<file path="config.mk">
export PLATFORM = sky130hd
export DESIGN_NAME = p2p_request_response_tracker
export DESIGN_NICKNAME = d
export VERILOG_FILES = /design/src/rtl/p2prt_pkg.sv /design/src/rtl/p2prt_ctrl.sv /design/src/rtl/p2prt_dp.sv /design/src/rtl/p2p_request_response_tracker.sv
export SDC_FILE = /design/constraint.sdc
export NUM_CORES = 2
export LEC_CHECK = 0
export BUFFER_PORTS_ARGS = -buffer_cell sky130_fd_sc_hd__buf_4
export CELL_PAD_IN_SITES_DETAIL_PLACEMENT = 1
export CELL_PAD_IN_SITES_GLOBAL_PLACEMENT = 1
export CORE_MARGIN = 2
export CORE_UTILIZATION = 58
export DETAILED_ROUTE_END_ITERATION = 10
export PLACE_DENSITY_LB_ADDON = 0.05
export SYNTH_ARGS = -nofsm -noshare
export SYNTH_HDL_FRONTEND = slang
export SYNTH_SLANG_ARGS = --single-unit
</file>
<file path="constraint.sdc">
create_clock -name clock -period 16.9 [get_ports clock]
set_input_delay 0.845 -clock clock [delete_from_list [all_inputs] [get_ports clock]]
set_output_delay 0.845 -clock clock [all_outputs]
set_load 0.05 [all_outputs]
</file>
<file path="src/rtl/p2prt_pkg.sv">
// Package for the request/response tracker: sizes, codes and controller states.
// No dependencies.
package p2prt_pkg;

   localparam int Slots = 16;
   localparam int SlotW = 4;
   localparam int Services = 64;
   localparam int SvcW = 6;
   localparam int MaxPayload = 128;

   localparam logic [1:0] TYPE_FRAME = 2'd0;
   localparam logic [1:0] TYPE_TICK  = 2'd1;
   localparam logic [1:0] TYPE_SEND  = 2'd2;
   localparam logic [1:0] TYPE_RESP  = 2'd3;

   localparam logic [1:0] FN_REQ  = 2'd0;
   localparam logic [1:0] FN_ACK  = 2'd1;
   localparam logic [1:0] FN_RSP  = 2'd2;
   localparam logic [1:0] FN_NA   = 2'd3;

   localparam logic [1:0] KIND_HDR = 2'd0;
   localparam logic [1:0] KIND_REP = 2'd1;
   localparam logic [1:0] KIND_REF = 2'd2;

   localparam logic [2:0] RC_OK      = 3'd0;
   localparam logic [2:0] RC_RSP     = 3'd1;
   localparam logic [2:0] RC_ACK_TO  = 3'd2;
   localparam logic [2:0] RC_RSP_TO  = 3'd3;
   localparam logic [2:0] RC_UNAVAIL = 3'd4;

   localparam logic [1:0] CSR_MASK    = 2'd0;
   localparam logic [1:0] CSR_ACK_TO  = 2'd1;
   localparam logic [1:0] CSR_SVC_TO  = 2'd2;

   typedef enum logic [2:0] {
      ST_IDLE,
      ST_EXEC,
      ST_SVC_WALK,
      ST_SLOT_WALK,
      ST_FINISH
   } state_type;

   typedef struct packed {
      logic exec;       // run a frame, send or response item
      logic svc_step;   // decrement one service countdown
      logic slot_step;  // tick one slot
      logic finish;     // close the tick
   } cmd_type;

   typedef struct packed {
      logic svc_last;
      logic slot_last;
   } status_type;

endpackage

</file>
<file path="src/rtl/p2prt_ctrl.sv">
// Controller for the tracker: sequences an item through the datapath.
// Depends on p2prt_pkg.
module p2prt_ctrl (
   input  logic                 clock,
   input  logic                 reset,
   input  logic                 start,
   input  logic [1:0]           req_type,
   input  p2prt_pkg::status_type sts,
   output p2prt_pkg::cmd_type   cmd,
   output logic                 busy
);
   import p2prt_pkg::*;

   state_type state_ff, state_in;

   always_ff @(posedge clock) begin
      if (reset) state_ff <= ST_IDLE;
      else       state_ff <= state_in;
   end

   always_comb begin
      state_in = state_ff;
      cmd = '0;
      busy = (state_ff != ST_IDLE);
      unique case (state_ff)
         ST_IDLE: begin
            if (start) begin
               state_in = (req_type == TYPE_TICK) ? ST_SVC_WALK : ST_EXEC;
            end
         end
         ST_EXEC: begin
            cmd.exec = 1'b1;
            state_in = ST_IDLE;
         end
         ST_SVC_WALK: begin
            cmd.svc_step = 1'b1;
            if (sts.svc_last) state_in = ST_SLOT_WALK;
         end
         ST_SLOT_WALK: begin
            cmd.slot_step = 1'b1;
            if (sts.slot_last) state_in = ST_FINISH;
         end
         ST_FINISH: begin
            cmd.finish = 1'b1;
            state_in = ST_IDLE;
         end
         default: state_in = ST_IDLE;
      endcase
   end
endmodule

</file>
<file path="src/rtl/p2prt_dp.sv">
// Datapath for the tracker: service and slot tables, result register.
// Depends on p2prt_pkg.
module p2prt_dp (
   input  logic                   clock,
   input  logic                   reset,
   input  logic                   accept,
   input  logic [1:0]             req_type,
   input  logic [5:0]             req_service,
   input  logic [1:0]             req_func,
   input  logic [7:0]             req_frame_id,
   input  logic [7:0]             req_length,
   input  logic                   req_handler_accepts,
   input  logic                   req_wait_for_answer,
   input  logic                   csr_write,
   input  logic [1:0]             csr_index,
   input  logic [63:0]            csr_data,
   input  p2prt_pkg::cmd_type     cmd,
   output p2prt_pkg::status_type  sts,
   output logic                   rsp_valid,
   output logic [1:0]             rsp_out_kind,
   output logic [5:0]             rsp_out_service,
   output logic [1:0]             rsp_out_func,
   output logic [7:0]             rsp_out_id,
   output logic [7:0]             rsp_out_length,
   output logic [2:0]             rsp_report_code,
   output logic                   rsp_last
);
   import p2prt_pkg::*;

   // configuration
   logic [63:0] mask_ff;
   logic [15:0] ack_to_ff, svc_to_ff;
   logic [15:0] ack_eff, svc_eff;

   // held item
   logic [1:0] typ_ff;
   logic [5:0] svc_ff;
   logic [1:0] fn_ff;
   logic [7:0] fid_ff, len_ff;
   logic       acc_ff, wait_ff;

   // tables: services in a memory, slots in flip-flops
   logic [7:0]  srv_id_mem [Services];
   logic [15:0] srv_cd_mem [Services];
   logic [Services-1:0] srv_vld_ff;
   logic [SvcW-1:0] srv_rd_ff;
   logic [7:0]  srv_id_rd;
   logic [15:0] srv_cd_rd;
   logic [SvcW-1:0] walk_ff;

   logic [5:0]  sl_svc_ff  [Slots];
   logic [7:0]  sl_id_ff   [Slots];
   logic [15:0] sl_ack_ff  [Slots];
   logic [15:0] sl_rsp_ff  [Slots];
   logic [Slots-1:0] sl_act_ff;
   logic [SlotW:0]   used_ff;
   logic [SlotW-1:0] sidx_ff;
   logic [4:0]       nrep_ff;
   logic             pend_ff;   // a tick report waits for its last flag

   // pending tick report held back one slot so that last can be set
   logic [5:0] prep_svc_ff;
   logic [7:0] prep_id_ff;
   logic [2:0] prep_code_ff;

   assign ack_eff = (ack_to_ff == 16'd0) ? 16'd1 : ack_to_ff;
   assign svc_eff = (svc_to_ff == 16'd0) ? 16'd1 : svc_to_ff;

   always_ff @(posedge clock) begin
      if (reset) begin
         mask_ff   <= '0;
         ack_to_ff <= 16'd200;
         svc_to_ff <= 16'd5000;
      end else if (csr_write) begin
         unique case (csr_index)
            CSR_MASK:   mask_ff   <= csr_data;
            CSR_ACK_TO: ack_to_ff <= csr_data[15:0];
            CSR_SVC_TO: svc_to_ff <= csr_data[15:0];
            default: ;
         endcase
      end
   end

   always_ff @(posedge clock) begin
      if (accept) begin
         typ_ff <= req_type; svc_ff <= req_service; fn_ff <= req_func;
         fid_ff <= req_frame_id; len_ff <= req_length;
         acc_ff <= req_handler_accepts; wait_ff <= req_wait_for_answer;
      end
   end

   // slot lookup over used slots (independent compares, priority pick)
   logic            f_hit;
   logic [SlotW-1:0] f_idx;
   logic            free_hit;
   logic [SlotW-1:0] free_idx;
   always_comb begin
      f_hit = 1'b0; f_idx = '0; free_hit = 1'b0; free_idx = '0;
      for (int i = Slots-1; i >= 0; i--) begin
         if ((5'(i) < used_ff) && sl_svc_ff[i] == svc_ff) begin
            f_hit = 1'b1; f_idx = SlotW'(i);
         end
         if (!sl_act_ff[i]) begin
            free_hit = 1'b1; free_idx = SlotW'(i);
         end
      end
   end

   // service memory read address: item service, or walk index
   logic [SvcW-1:0] srv_raddr;
   logic [SvcW-1:0] srv_rd_addr;
   assign srv_raddr = cmd.svc_step ? walk_ff + SvcW'(1) : svc_ff;
   // a tick preloads entry 0 in its accept cycle; other items read their service
   assign srv_rd_addr = accept ? ((req_type == TYPE_TICK) ? SvcW'(0) : req_service)
                               : srv_raddr;
   always_ff @(posedge clock) begin
      srv_rd_ff <= srv_rd_addr;
      srv_id_rd <= srv_id_mem[srv_rd_addr];
      srv_cd_rd <= srv_cd_mem[srv_rd_addr];
   end
   // never-written entries read as zero through the valid bits
   logic [15:0] cd_now;
   logic [7:0]  id_now;
   assign cd_now = srv_vld_ff[srv_rd_ff] ? srv_cd_rd : 16'd0;
   assign id_now = srv_vld_ff[srv_rd_ff] ? srv_id_rd : 8'd0;

   // service memory write
   logic            sw_en;
   logic [SvcW-1:0] sw_addr;
   logic [7:0]      sw_id;
   logic [15:0]     sw_cd;

   // result drive
   logic       o_v, o_last;
   logic [1:0] o_kind, o_fn;
   logic [5:0] o_svc;
   logic [7:0] o_id, o_len;
   logic [2:0] o_code;

   logic [SlotW-1:0] s_sel;
   logic             slot_ok;
   logic             fmatch;
   always_comb begin
      sw_en = 1'b0; sw_addr = svc_ff; sw_id = id_now; sw_cd = cd_now;
      o_v = 1'b0; o_last = 1'b1; o_kind = KIND_HDR; o_fn = FN_REQ; o_svc = svc_ff;
      o_id = 8'd0; o_len = 8'd0; o_code = RC_OK;
      s_sel = f_idx; slot_ok = 1'b0;
      fmatch = f_hit && sl_id_ff[f_idx] == fid_ff && sl_act_ff[f_idx];
      if (cmd.exec) begin
         unique case (typ_ff)
            TYPE_FRAME: begin
               if (len_ff >= 8'd2) begin
                  if (fn_ff == FN_REQ) begin
                     o_v = 1'b1; o_id = fid_ff; o_len = 8'd2;
                     if (mask_ff[svc_ff] && acc_ff) begin
                        o_fn = FN_ACK; sw_en = 1'b1; sw_id = fid_ff; sw_cd = svc_eff;
                     end else begin
                        o_fn = FN_NA;
                     end
                  end else if (fmatch) begin
                     o_kind = KIND_REP; o_svc = sl_svc_ff[f_idx]; o_id = sl_id_ff[f_idx];
                     priority case (fn_ff)
                        FN_ACK: begin
                           o_v = (sl_ack_ff[f_idx] != 0) && (sl_rsp_ff[f_idx] == 0);
                           o_code = RC_OK;
                        end
                        FN_RSP: begin
                           o_v = sl_rsp_ff[f_idx] != 0; o_code = RC_RSP;
                        end
                        default: begin
                           o_v = (sl_ack_ff[f_idx] != 0) || (sl_rsp_ff[f_idx] != 0);
                           o_code = RC_UNAVAIL;
                        end
                     endcase
                  end
               end
            end
            TYPE_SEND: begin
               if (len_ff <= 8'(MaxPayload)) begin
                  if (f_hit) begin
                     slot_ok = !sl_act_ff[f_idx];
                  end else if (used_ff >= 5'(Slots)) begin
                     slot_ok = free_hit; s_sel = free_idx;
                  end else begin
                     slot_ok = 1'b1; s_sel = used_ff[SlotW-1:0];
                  end
               end
               o_v = 1'b1;
               if (slot_ok) begin
                  o_id = sl_id_ff[s_sel] + 8'd1; o_len = len_ff + 8'd2;
               end else begin
                  o_kind = KIND_REF;
               end
            end
            TYPE_RESP: begin
               if (cd_now != 16'd0) begin
                  sw_en = 1'b1; sw_cd = 16'd0;
                  if (len_ff <= 8'(MaxPayload)) begin
                     o_v = 1'b1; o_fn = FN_RSP; o_id = id_now; o_len = len_ff + 8'd2;
                  end
               end
            end
            default: ;
         endcase
      end else if (cmd.svc_step) begin
         sw_addr = walk_ff;
         if (cd_now != 16'd0) begin
            sw_en = 1'b1; sw_cd = cd_now - 16'd1;
         end
      end else if (cmd.finish) begin
         o_v = pend_ff; o_kind = KIND_REP; o_svc = prep_svc_ff;
         o_id = prep_id_ff; o_code = prep_code_ff;
      end
   end

   // service walk: read of entry k+1 issued while k is updated
   always_ff @(posedge clock) begin
      if (sw_en) begin
         srv_id_mem[sw_addr] <= sw_id;
         srv_cd_mem[sw_addr] <= sw_cd;
      end
   end
   always_ff @(posedge clock) begin
      if (reset) srv_vld_ff <= '0;
      else if (sw_en) srv_vld_ff[sw_addr] <= 1'b1;
   end

   // the walk starts at entry 0, read in the accept cycle; each step reads
   // the entry after the one it updates
   always_ff @(posedge clock) begin
      if (accept) walk_ff <= '0;
      else if (cmd.svc_step) walk_ff <= walk_ff + SvcW'(1);
   end
   assign sts.svc_last = (walk_ff == SvcW'(Services-1));
   assign sts.slot_last = (sidx_ff == SlotW'(Slots-1));

   // slot walk during a tick
   logic tk_rep;
   logic [2:0] tk_code;
   logic tk_live;
   always_comb begin
      tk_live = cmd.slot_step && (5'(sidx_ff) < used_ff) && sl_act_ff[sidx_ff];
      tk_rep = 1'b0; tk_code = RC_ACK_TO;
      if (tk_live) begin
         if (sl_ack_ff[sidx_ff] != 0) begin
            tk_rep = sl_ack_ff[sidx_ff] == 16'd1;
         end else if (sl_rsp_ff[sidx_ff] != 0) begin
            tk_rep = sl_rsp_ff[sidx_ff] == 16'd1; tk_code = RC_RSP_TO;
         end
      end
   end

   always_ff @(posedge clock) begin
      if (reset) begin
         sl_act_ff <= '0; used_ff <= '0; pend_ff <= 1'b0; nrep_ff <= '0;
         for (int i = 0; i < Slots; i++) begin
            sl_svc_ff[i] <= '0; sl_id_ff[i] <= '0; sl_ack_ff[i] <= '0; sl_rsp_ff[i] <= '0;
         end
      end else begin
         if (accept) begin
            sidx_ff <= '0; nrep_ff <= '0; pend_ff <= 1'b0;
         end
         if (cmd.exec && o_v && o_kind == KIND_REP) begin
            sl_act_ff[f_idx] <= 1'b0; sl_ack_ff[f_idx] <= '0; sl_rsp_ff[f_idx] <= '0;
         end else if (cmd.exec && typ_ff == TYPE_FRAME && fn_ff == FN_ACK && fmatch
                      && len_ff >= 8'd2) begin
            sl_ack_ff[f_idx] <= '0;
         end
         if (cmd.exec && typ_ff == TYPE_SEND && slot_ok) begin
            sl_svc_ff[s_sel] <= svc_ff; sl_id_ff[s_sel] <= sl_id_ff[s_sel] + 8'd1;
            sl_ack_ff[s_sel] <= ack_eff;
            sl_rsp_ff[s_sel] <= wait_ff ? svc_eff : 16'd0;
            sl_act_ff[s_sel] <= 1'b1;
            if (!f_hit && used_ff < 5'(Slots)) used_ff <= used_ff + 5'd1;
         end
         if (cmd.slot_step) begin
            sidx_ff <= sidx_ff + SlotW'(1);
            if (tk_live && !tk_rep) begin
               if (sl_ack_ff[sidx_ff] != 0) sl_ack_ff[sidx_ff] <= sl_ack_ff[sidx_ff] - 16'd1;
               else if (sl_rsp_ff[sidx_ff] != 0)
                  sl_rsp_ff[sidx_ff] <= sl_rsp_ff[sidx_ff] - 16'd1;
            end
            if (tk_rep) begin
               sl_act_ff[sidx_ff] <= 1'b0; sl_ack_ff[sidx_ff] <= '0; sl_rsp_ff[sidx_ff] <= '0;
               if (nrep_ff < 5'd16) begin
                  nrep_ff <= nrep_ff + 5'd1; pend_ff <= 1'b1;
                  prep_svc_ff <= sl_svc_ff[sidx_ff]; prep_id_ff <= sl_id_ff[sidx_ff];
                  prep_code_ff <= tk_code;
               end
            end
         end
      end
   end

   // a tick report is released, without last, when the next one replaces it
   logic rel_v;
   assign rel_v = cmd.slot_step && tk_rep && pend_ff && nrep_ff < 5'd16;

   always_ff @(posedge clock) begin
      if (reset) rsp_valid <= 1'b0;
      else       rsp_valid <= o_v || rel_v;
   end
   always_ff @(posedge clock) begin
      if (rel_v) begin
         rsp_out_kind <= KIND_REP; rsp_out_service <= prep_svc_ff; rsp_out_func <= FN_REQ;
         rsp_out_id <= prep_id_ff; rsp_out_length <= 8'd0; rsp_report_code <= prep_code_ff;
         rsp_last <= 1'b0;
      end else begin
         rsp_out_kind <= o_kind; rsp_out_service <= o_svc; rsp_out_func <= o_fn;
         rsp_out_id <= o_id; rsp_out_length <= o_len; rsp_report_code <= o_code;
         rsp_last <= o_last;
      end
   end
endmodule

</file>
<file path="src/rtl/p2p_request_response_tracker.sv">
// Top level of the point-to-point request/response tracker.
// Depends on p2prt_pkg, p2prt_ctrl and p2prt_dp.
//
// Usage:
//  - Input: drive the req_ word with start high while busy is low; the word
//    is taken at that edge. Frame, send and response-ready words are handled
//    in order: the item is registered and the service memory read, then the
//    result is decided and registered.
//  - A tick walks the 64 service countdowns, one memory entry a cycle, then
//    the 16 request slots, one a cycle, then closes.
//  - Results: rsp_valid marks each result for exactly one cycle; rsp_last
//    flags the final word of an item. The receiver cannot stall, so results
//    are never held. Up to sixteen timeout reports leave during a tick.
//  - Configuration: csr_write with csr_index and csr_data, while idle.
//  - Reset (synchronous, active high) clears slots, the fill count, the
//    service valid bits and the controller; registers return to defaults.
module p2p_request_response_tracker (
   input  logic        clock,
   input  logic        reset,
   input  logic        start,
   output logic        busy,
   input  logic [1:0]  req_type,
   input  logic [5:0]  req_service,
   input  logic [1:0]  req_func,
   input  logic [7:0]  req_frame_id,
   input  logic [7:0]  req_length,
   input  logic        req_handler_accepts,
   input  logic        req_wait_for_answer,
   input  logic        csr_write,
   input  logic [1:0]  csr_index,
   input  logic [63:0] csr_data,
   output logic        rsp_valid,
   output logic [1:0]  rsp_out_kind,
   output logic [5:0]  rsp_out_service,
   output logic [1:0]  rsp_out_func,
   output logic [7:0]  rsp_out_id,
   output logic [7:0]  rsp_out_length,
   output logic [2:0]  rsp_report_code,
   output logic        rsp_last
);
   import p2prt_pkg::*;

   cmd_type    cmd;
   status_type sts;
   logic       accept;

   assign accept = start && !busy;

   p2prt_ctrl u_ctrl (
      .clock(clock), .reset(reset), .start(start), .req_type(req_type),
      .sts(sts), .cmd(cmd), .busy(busy)
   );

   p2prt_dp u_dp (
      .clock(clock), .reset(reset), .accept(accept), .req_type(req_type),
      .req_service(req_service), .req_func(req_func), .req_frame_id(req_frame_id),
      .req_length(req_length), .req_handler_accepts(req_handler_accepts),
      .req_wait_for_answer(req_wait_for_answer), .csr_write(csr_write),
      .csr_index(csr_index), .csr_data(csr_data), .cmd(cmd), .sts(sts),
      .rsp_valid(rsp_valid), .rsp_out_kind(rsp_out_kind),
      .rsp_out_service(rsp_out_service), .rsp_out_func(rsp_out_func),
      .rsp_out_id(rsp_out_id), .rsp_out_length(rsp_out_length),
      .rsp_report_code(rsp_report_code), .rsp_last(rsp_last)
   );

`ifndef SYNTHESIS
   // a word is never taken while an earlier item is still at work
   a_no_accept_busy: assert property (@(posedge clock) disable iff (reset)
      busy |-> !accept) else $error("word taken while busy");
   // a completion report never carries a transmit length
   a_report_len: assert property (@(posedge clock) disable iff (reset)
      (rsp_valid && rsp_out_kind == KIND_REP) |-> rsp_out_length == 8'd0)
      else $error("report with length");
   // an accepted item makes the block busy in the next cycle
   a_busy_after: assert property (@(posedge clock) disable iff (reset)
      accept |=> busy) else $error("not busy after accept");
`endif
endmodule
</file>
### Yosys cells after proc, flatten, opt, wreduce, memory -nomap -nowiden

Memory sizes are Yosys's and may differ from the RTL's. A register that Yosys moved wholly into a read port is not among the register bits.
Cells that the tools add are included.

| operators by class | value |
|---|---|
| $add $sub $neg | 10 |
| order comparisons | 32 |
| equal/unequal tests | 36 |
| multiplexer cells | 270 |
| bitwise gates (word level) | 12 |
| reduce and logical (&&, ||, !) cells | 77 |

Operators with widths:

| cell | count |
|---|---|
| 16-bit two-way mux | 26 |
| 4-bit two-way mux | 51 |
| 8-bit two-way mux | 21 |
| 1-bit two-way mux | 113 |
| 6-bit equality test | 16 |
| 16-bit OR reduction | 6 |
| 6-bit two-way mux | 14 |
| 16-bit nonzero test | 5 |
| 64-bit OR | 1 |
| 16-bit zero test | 3 |
| 8-bit one-hot mux with 3 select lines | 2 |
| 16-bit by 1-bit subtractor with 16-bit output (second input constant) | 3 |
| 1-bit logical AND | 40 |
| 4-bit by 5-bit < comparator with 1-bit output (first input constant) | 8 |
| 3-bit two-way mux | 11 |
| 16-bit bitwise AND | 2 |
| 16-bit by 1-bit equality test with 1-bit output (second input constant) | 2 |
| 16-bit NOT | 2 |
| 16-bit one-hot mux with 2 select lines | 1 |
| 2-bit two-way mux | 12 |
| 6-bit by 7-bit < comparator with 1-bit output (second input constant) | 3 |
| 3-bit by 5-bit < comparator with 1-bit output (first input constant) | 4 |
| 5-bit two-way mux | 4 |
| 8-bit by 1-bit adder with 8-bit output (second input constant) | 2 |
| 47 further kinds | 85 |

| word-level totals | value |
|---|---|
| register bits | 268 |
| memory bits (writable) | 2272 |
| input port bits | 98 |
| output and inout port bits | 32 |
| memories kept | 6 |

Memory list:

| memory | words | bits a word | rd ports | clocked after Yosys merged registers in | wr ports | line | text |
|---|---|---|---|---|---|---|---|
| u_dp.srv_cd_mem | 64 | 16 | 1 | 1 | 1 | p2prt_dp.sv:44 | `logic [15:0] srv_cd_mem [Services];` |
| u_dp.srv_id_mem | 64 | 8 | 1 | 1 | 1 | p2prt_dp.sv:43 | `logic [7:0] srv_id_mem [Services];` |
| u_dp.sl_ack_ff | 16 | 16 | 2 | 1 | 16 | p2prt_dp.sv:53 | `logic [15:0] sl_ack_ff [Slots];` |
| u_dp.sl_rsp_ff | 16 | 16 | 2 | 1 | 16 | p2prt_dp.sv:54 | `logic [15:0] sl_rsp_ff [Slots];` |
| u_dp.sl_id_ff | 16 | 8 | 4 | 1 | 16 | p2prt_dp.sv:52 | `logic [7:0] sl_id_ff [Slots];` |
| u_dp.sl_svc_ff | 16 | 6 | 18 | 1 | 16 | p2prt_dp.sv:51 | `logic [5:0] sl_svc_ff [Slots];` |

### Longest topological paths before layout

An unclocked memory read counts as a cell.

| logic depth | value |
|---|---|
| depth after elaboration | 39 |
| mapped depth | 24 |
| gate-level depth less buffers | 18 |

### Hierarchy

A second synthesis with hierarchy kept.

| unflattened totals | value |
|---|---|
| cells, all modules | 9990 |
| area total of the unflattened synthesis | 119224.3 µm² |

Modules (own cells, without submodules):

| module | times used | cells an instance | area each (µm²) | seq. area each (µm²) |
|---|---|---|---|---|
| p2prt_dp | 1 | 9970 | 119029.2 | 74801.7 |
| p2prt_ctrl | 1 | 19 | 181.4 | 60.1 |
| p2p_request_response_tracker | 1 | 1 | 13.8 | 0.0 |

### Least setup slack after synthesis

Ideal clock, no wire load.

| timing | value |
|---|---|
| path kind | register to register |
| from | register u_dp.srv_rd_ff[0] |
| to | memory u_dp.srv_cd_mem[0][13] (data pin) |
| setup time | 0.702 ns |
| arrival | 6.520 ns |
| data required time | 16.198 ns |
| path slack | 9.678 ns |
| stages on the path, launching flop included | 14 |
| buffers on the path | 3 |
| period minus slack after synthesis | 7.222 ns |
| path through | dfxtp_1 > clkbuf_1 > buf_1 > mux4_2 > mux4_2 > mux4_2 > nand2_1 > ha_1 > a21boi_1 > a211oi_1 > nor2b_1 > clkbuf_1 > a22oi_1 > o21ai_0 |

| between the ends | value |
|---|---|
| word-level cells in the longest chain between the ends | 8 |

RTL lines:

| element | line | text |
|---|---|---|
| from (decl) | p2prt_dp.sv:46 | `logic [SvcW-1:0] srv_rd_ff;` |
| from (signal assigned) | p2prt_dp.sv:117 | `srv_rd_ff <= srv_rd_addr;` |
| 1-bit binary-select mux with 6-bit select * | p2prt_dp.sv:124 | `assign cd_now = srv_vld_ff[srv_rd_ff] ? srv_cd_rd : 16'd0;` |
| 1-bit two-way mux (not written as such) * | p2prt_dp.sv:124 |  |
| 16-bit two-way mux * | p2prt_dp.sv:124 |  |
| branches (longest 4 deep; another with 16-bit by 1-bit subtractor with 16-bit output) | -- |  |
| 16-bit two-way mux * | p2prt_dp.sv:149 | `if (cmd.exec) begin` |
| via u_dp.sw_cd[13] | p2prt_dp.sv:131 | `logic [15:0] sw_cd;` |
| to (decl) | p2prt_dp.sv:44 |  |

Mark *: on every way through the listed nets, which the timed path passes. The select of a mux whose other input is x is not followed.

==> qor.yml <==
status: "complete, but fails checks"
violations: "capacitance limit, slew limit"
synth_fp_nets: 7632
via_per_inst: 7.14
wl_per_cell_um: 38.9
fillers: 16900
worst_pin_slew_ns: 1.56
drive_gt1_share_pct: 21.1
gp_congestion: 0.992
dieArea_sq_um: 198000
drv_slew: 10
worstPathRequired_ns: 17.52
hold_viol: 0
grt_use_total_pct: 41.1
period_needed_ns: 8.32
post-place-ws_ns: 8.92
grt_pass1_vias: 75500
drt_iter0_markers: 10400
syn_to_final_growth_pct: 11.8
antenna_found_initial: 23
die_w_um: 445
post-dp-hpwl_um: 260000
rsz0062_at_grt: "false"
syn_avg_cell_area_sq_um: 15.0
cts_resized: 0
clockBufferDepth: 4
syn_area_sq_um: 113000
critical_path.max_fanout: 45
overflow: 0
ys.flop_type: "edfxtp_1"
root_buffer: "clkbuf_16"
synth-seq-area-share_pct: 66.4
clock_latency_ns: 0.95
max-vdd-ir-drop_mv: 0.138
port-buffer-count: 129
p_leak_uw: 0.0394
synth_edf_count: 2319
setup_tns_ns: 0
cts_tree: "done"
synth.distinct_cells: 97
clk_pin_slew_ns: 0.06
core-area_sq_um: 193000
synth.ff_latch_count: 2580
num_io_pins: 130
slew_headroom_pct: -4.45
rows: 161
fin_ws_ns: 8.58
remaining_drc_errors: 0
crit_type: "flip-flop to flip-flop"
drt-total-wl_um: 405000
synth_warnings: 0
die_y_um: 445
grt_pass1_wl_um: 572000
clock_skew_ns: 0.0754
maxCapViolations: 2
holdBufCountCts: 0
postSynth.asyncResetShare_pct: 0
fin_nets: 7818
fmax_mhz: 120
setup_viol: 0
htreeDepth: 5
synth_cells: 7507
postCtsSetupRepairBufs: 0
cts_buffers: 281
period_share_pct: 49.3
start_kind: "flip-flop"
ant_nets: 0
vias: 74500
end_kind: "flip-flop"
initial_utilization_pct: 58.5
hp-class: "input pin to flip-flop"
critical_path_arrival_ns: 8.94
grt_max_degree: 108
cts.sinks: 2580
power_density_nw_per_um2: 116
drtPass1Iterations: 6
[cells in the final DEF (no fill, tap or decap), types with 19 or more instances in the layout]
| cell type | instances |
|---|---|
| o21a_1 | 52 |
| clkbuf_1 | 69 |
| nand4_1 | 59 |
| a31oi_1 | 53 |
| clkinv_2 | 32 |
| mux2i_1 | 162 |
| nand2b_1 | 19 |
| a21boi_1 | 33 |
| or4_1 | 26 |
| xnor2_1 | 82 |
| a311oi_1 | 81 |
| nor4_1 | 122 |
| nor2b_1 | 23 |
| mux4_2 | 669 |
| nand3_1 | 73 |
| nand2_1 | 801 |
| o211ai_1 | 34 |
| clkbuf_16 | 285 |
| and2_1 | 106 |
| a211oi_1 | 22 |
| nor2_1 | 857 |
| inv_1 | 55 |
| clkinv_1 | 39 |
| mux2_2 | 41 |
| ha_1 | 27 |
| dfxtp_1 | 258 |
| a22oi_1 | 35 |
| a21oi_1 | 260 |
| xor2_1 | 77 |
| bufinv_16 | 19 |
| buf_4 | 411 |
| nor2_2 | 64 |
| o21ai_0 | 66 |
| nor3_1 | 107 |
| or3_1 | 29 |
| and3_1 | 111 |
| edfxtp_1 | 2319 |
[state kept, by name, summed over array words and instances, names as in the netlist, 16 cells and up, named ones only]
| name | count |
|---|---|
| u_dp.svc_to_ff | 16 |
| u_dp.srv_cd_rd | 16 |
| u_dp.sl_id_ff | 128 |
| u_dp.sl_act_ff | 16 |
| u_dp.mask_ff | 64 |
| u_dp.sl_rsp_ff | 256 |
| u_dp.ack_to_ff | 16 |
| u_dp.srv_id_mem | 512 |
| u_dp.srv_cd_mem | 1024 |
| u_dp.srv_vld_ff | 64 |
| u_dp.sl_svc_ff | 96 |
| u_dp.sl_ack_ff | 256 |
[final timing paths]
path / start / to / slack [ns] / depth (start not counted)
worst min-delay path: req_service[0] / u_dp.svc_ff[0] / 0.09 / 1
worst max register to register: u_dp.svc_ff[5] / u_dp.sl_rsp_ff[6][14] / 8.58 / 18
worst max-delay path: u_dp.svc_ff[5] / u_dp.sl_rsp_ff[6][14] / 8.58 / 18
worst min register to register: u_dp.mask_ff[36] / u_dp.mask_ff[36] / 0.46 / 2
[stage by stage]
step	util [%]	cells	power, uW	cell area, sq um	hold WS (ns)
final	65.4	10400	14600	126000	0.0948
after global routing	65.4	10400	14900	126000	0.0759
after CTS	65.4	10400	14600	126000	0.0543
after detailed placement	60.9	9936	8730	117000	0.450
after global placement	60.9	9935	8700	117000	0.440
after floorplan	-	7507	8110	113000	0.408
[synthesized netlist by cell type, drive strengths merged, types with 30 or more instances]
library cell	count	share of area [%]
a22oi	35	0.23
nor3	113	0.51
mux2	43	0.43
buf	199	0.88
o211ai	34	0.23
a21boi	37	0.25
nor2	923	3.1
and2	107	0.59
nand2	817	2.7
mux4	669	13
o21a	53	0.35
xnor2	82	0.64
mux2i	163	1.5
clkbuf	315	1.0
or3	30	0.17
nor4	133	0.79
a31oi	57	0.32
edfxtp	2319	62
dfxtp	261	4.6
nand3	73	0.32
inv	60	0.20
nand4	59	0.33
xor2	77	0.60
a21oi	269	1.2
o21ai	89	0.41
and3	111	0.62
a311oi	81	0.63
[layout make-up]
type | count | area [sq um] | area share [%]
sequential | 2580 | 74900 | 59.4
multi-input combinational | 4352 | 36000 | 28.5
clock buffer | 363 | 7510 | 5.96
timing repair buffer | 417 | 3200 | 2.54
tap | 2526 | 3160 | 2.51
clock inverter | 116 | 1110 | 0.880
inverter | 61 | 240 | 0.191
antenna | 8 | 20.0 | 0.0159
[power by group]
part	switching, uW	leakage (uW)	total, uW	internal, uW
clock network	2540	0.00418	5960	3430
registers	124	0.0222	7140	7020
logic	985	0.0130	1500	518
[worst max-delay path, stage by stage, from the launching register on]
cell	delay, ns
edfxtp_1	0.74
buf_4	0.44
xor2_1	0.12
nor4_1	0.67
nand4_1	0.31
o21ba_2	0.30
o21a_1	0.25
o21ai_4	0.08
buf_4	0.63
mux2i_1	0.26
o221ai_1	0.13
a2111o_1	0.62
a21o_1	0.46
o21ai_0	0.79
mux2_2	0.35
nor2b_1	0.50
nand2_2	0.35
a21boi_1	0.60
buf_4	0.33
[cells by family (layout without fill, tap and decap cells)]
group | Yosys count | in the layout | share of synthesized area [%]
buffers and inverters | 575 | 957 | 2.13
flip-flops | 2580 | 2580 | 66.4
AO/OA/AOI/OAI | 790 | 790 | 4.65
XOR/XNOR | 159 | 159 | 1.24
multiplexers | 875 | 875 | 15.3
other | 0 | 8 | 0
adder cells (fa/ha/maj) | 27 | 27 | 0.300
AND/OR/NAND/NOR | 2501 | 2501 | 10.0
[routing by layer]
metal | global-route usage, % | part of all wire, %
met5 | 0 | 0.031
met4 | 25.1 | 7.3
met3 | 8.01 | 10
met2 | 64.7 | 47
met1 | 53.4 | 35
(Power assumes the default switching activity.)
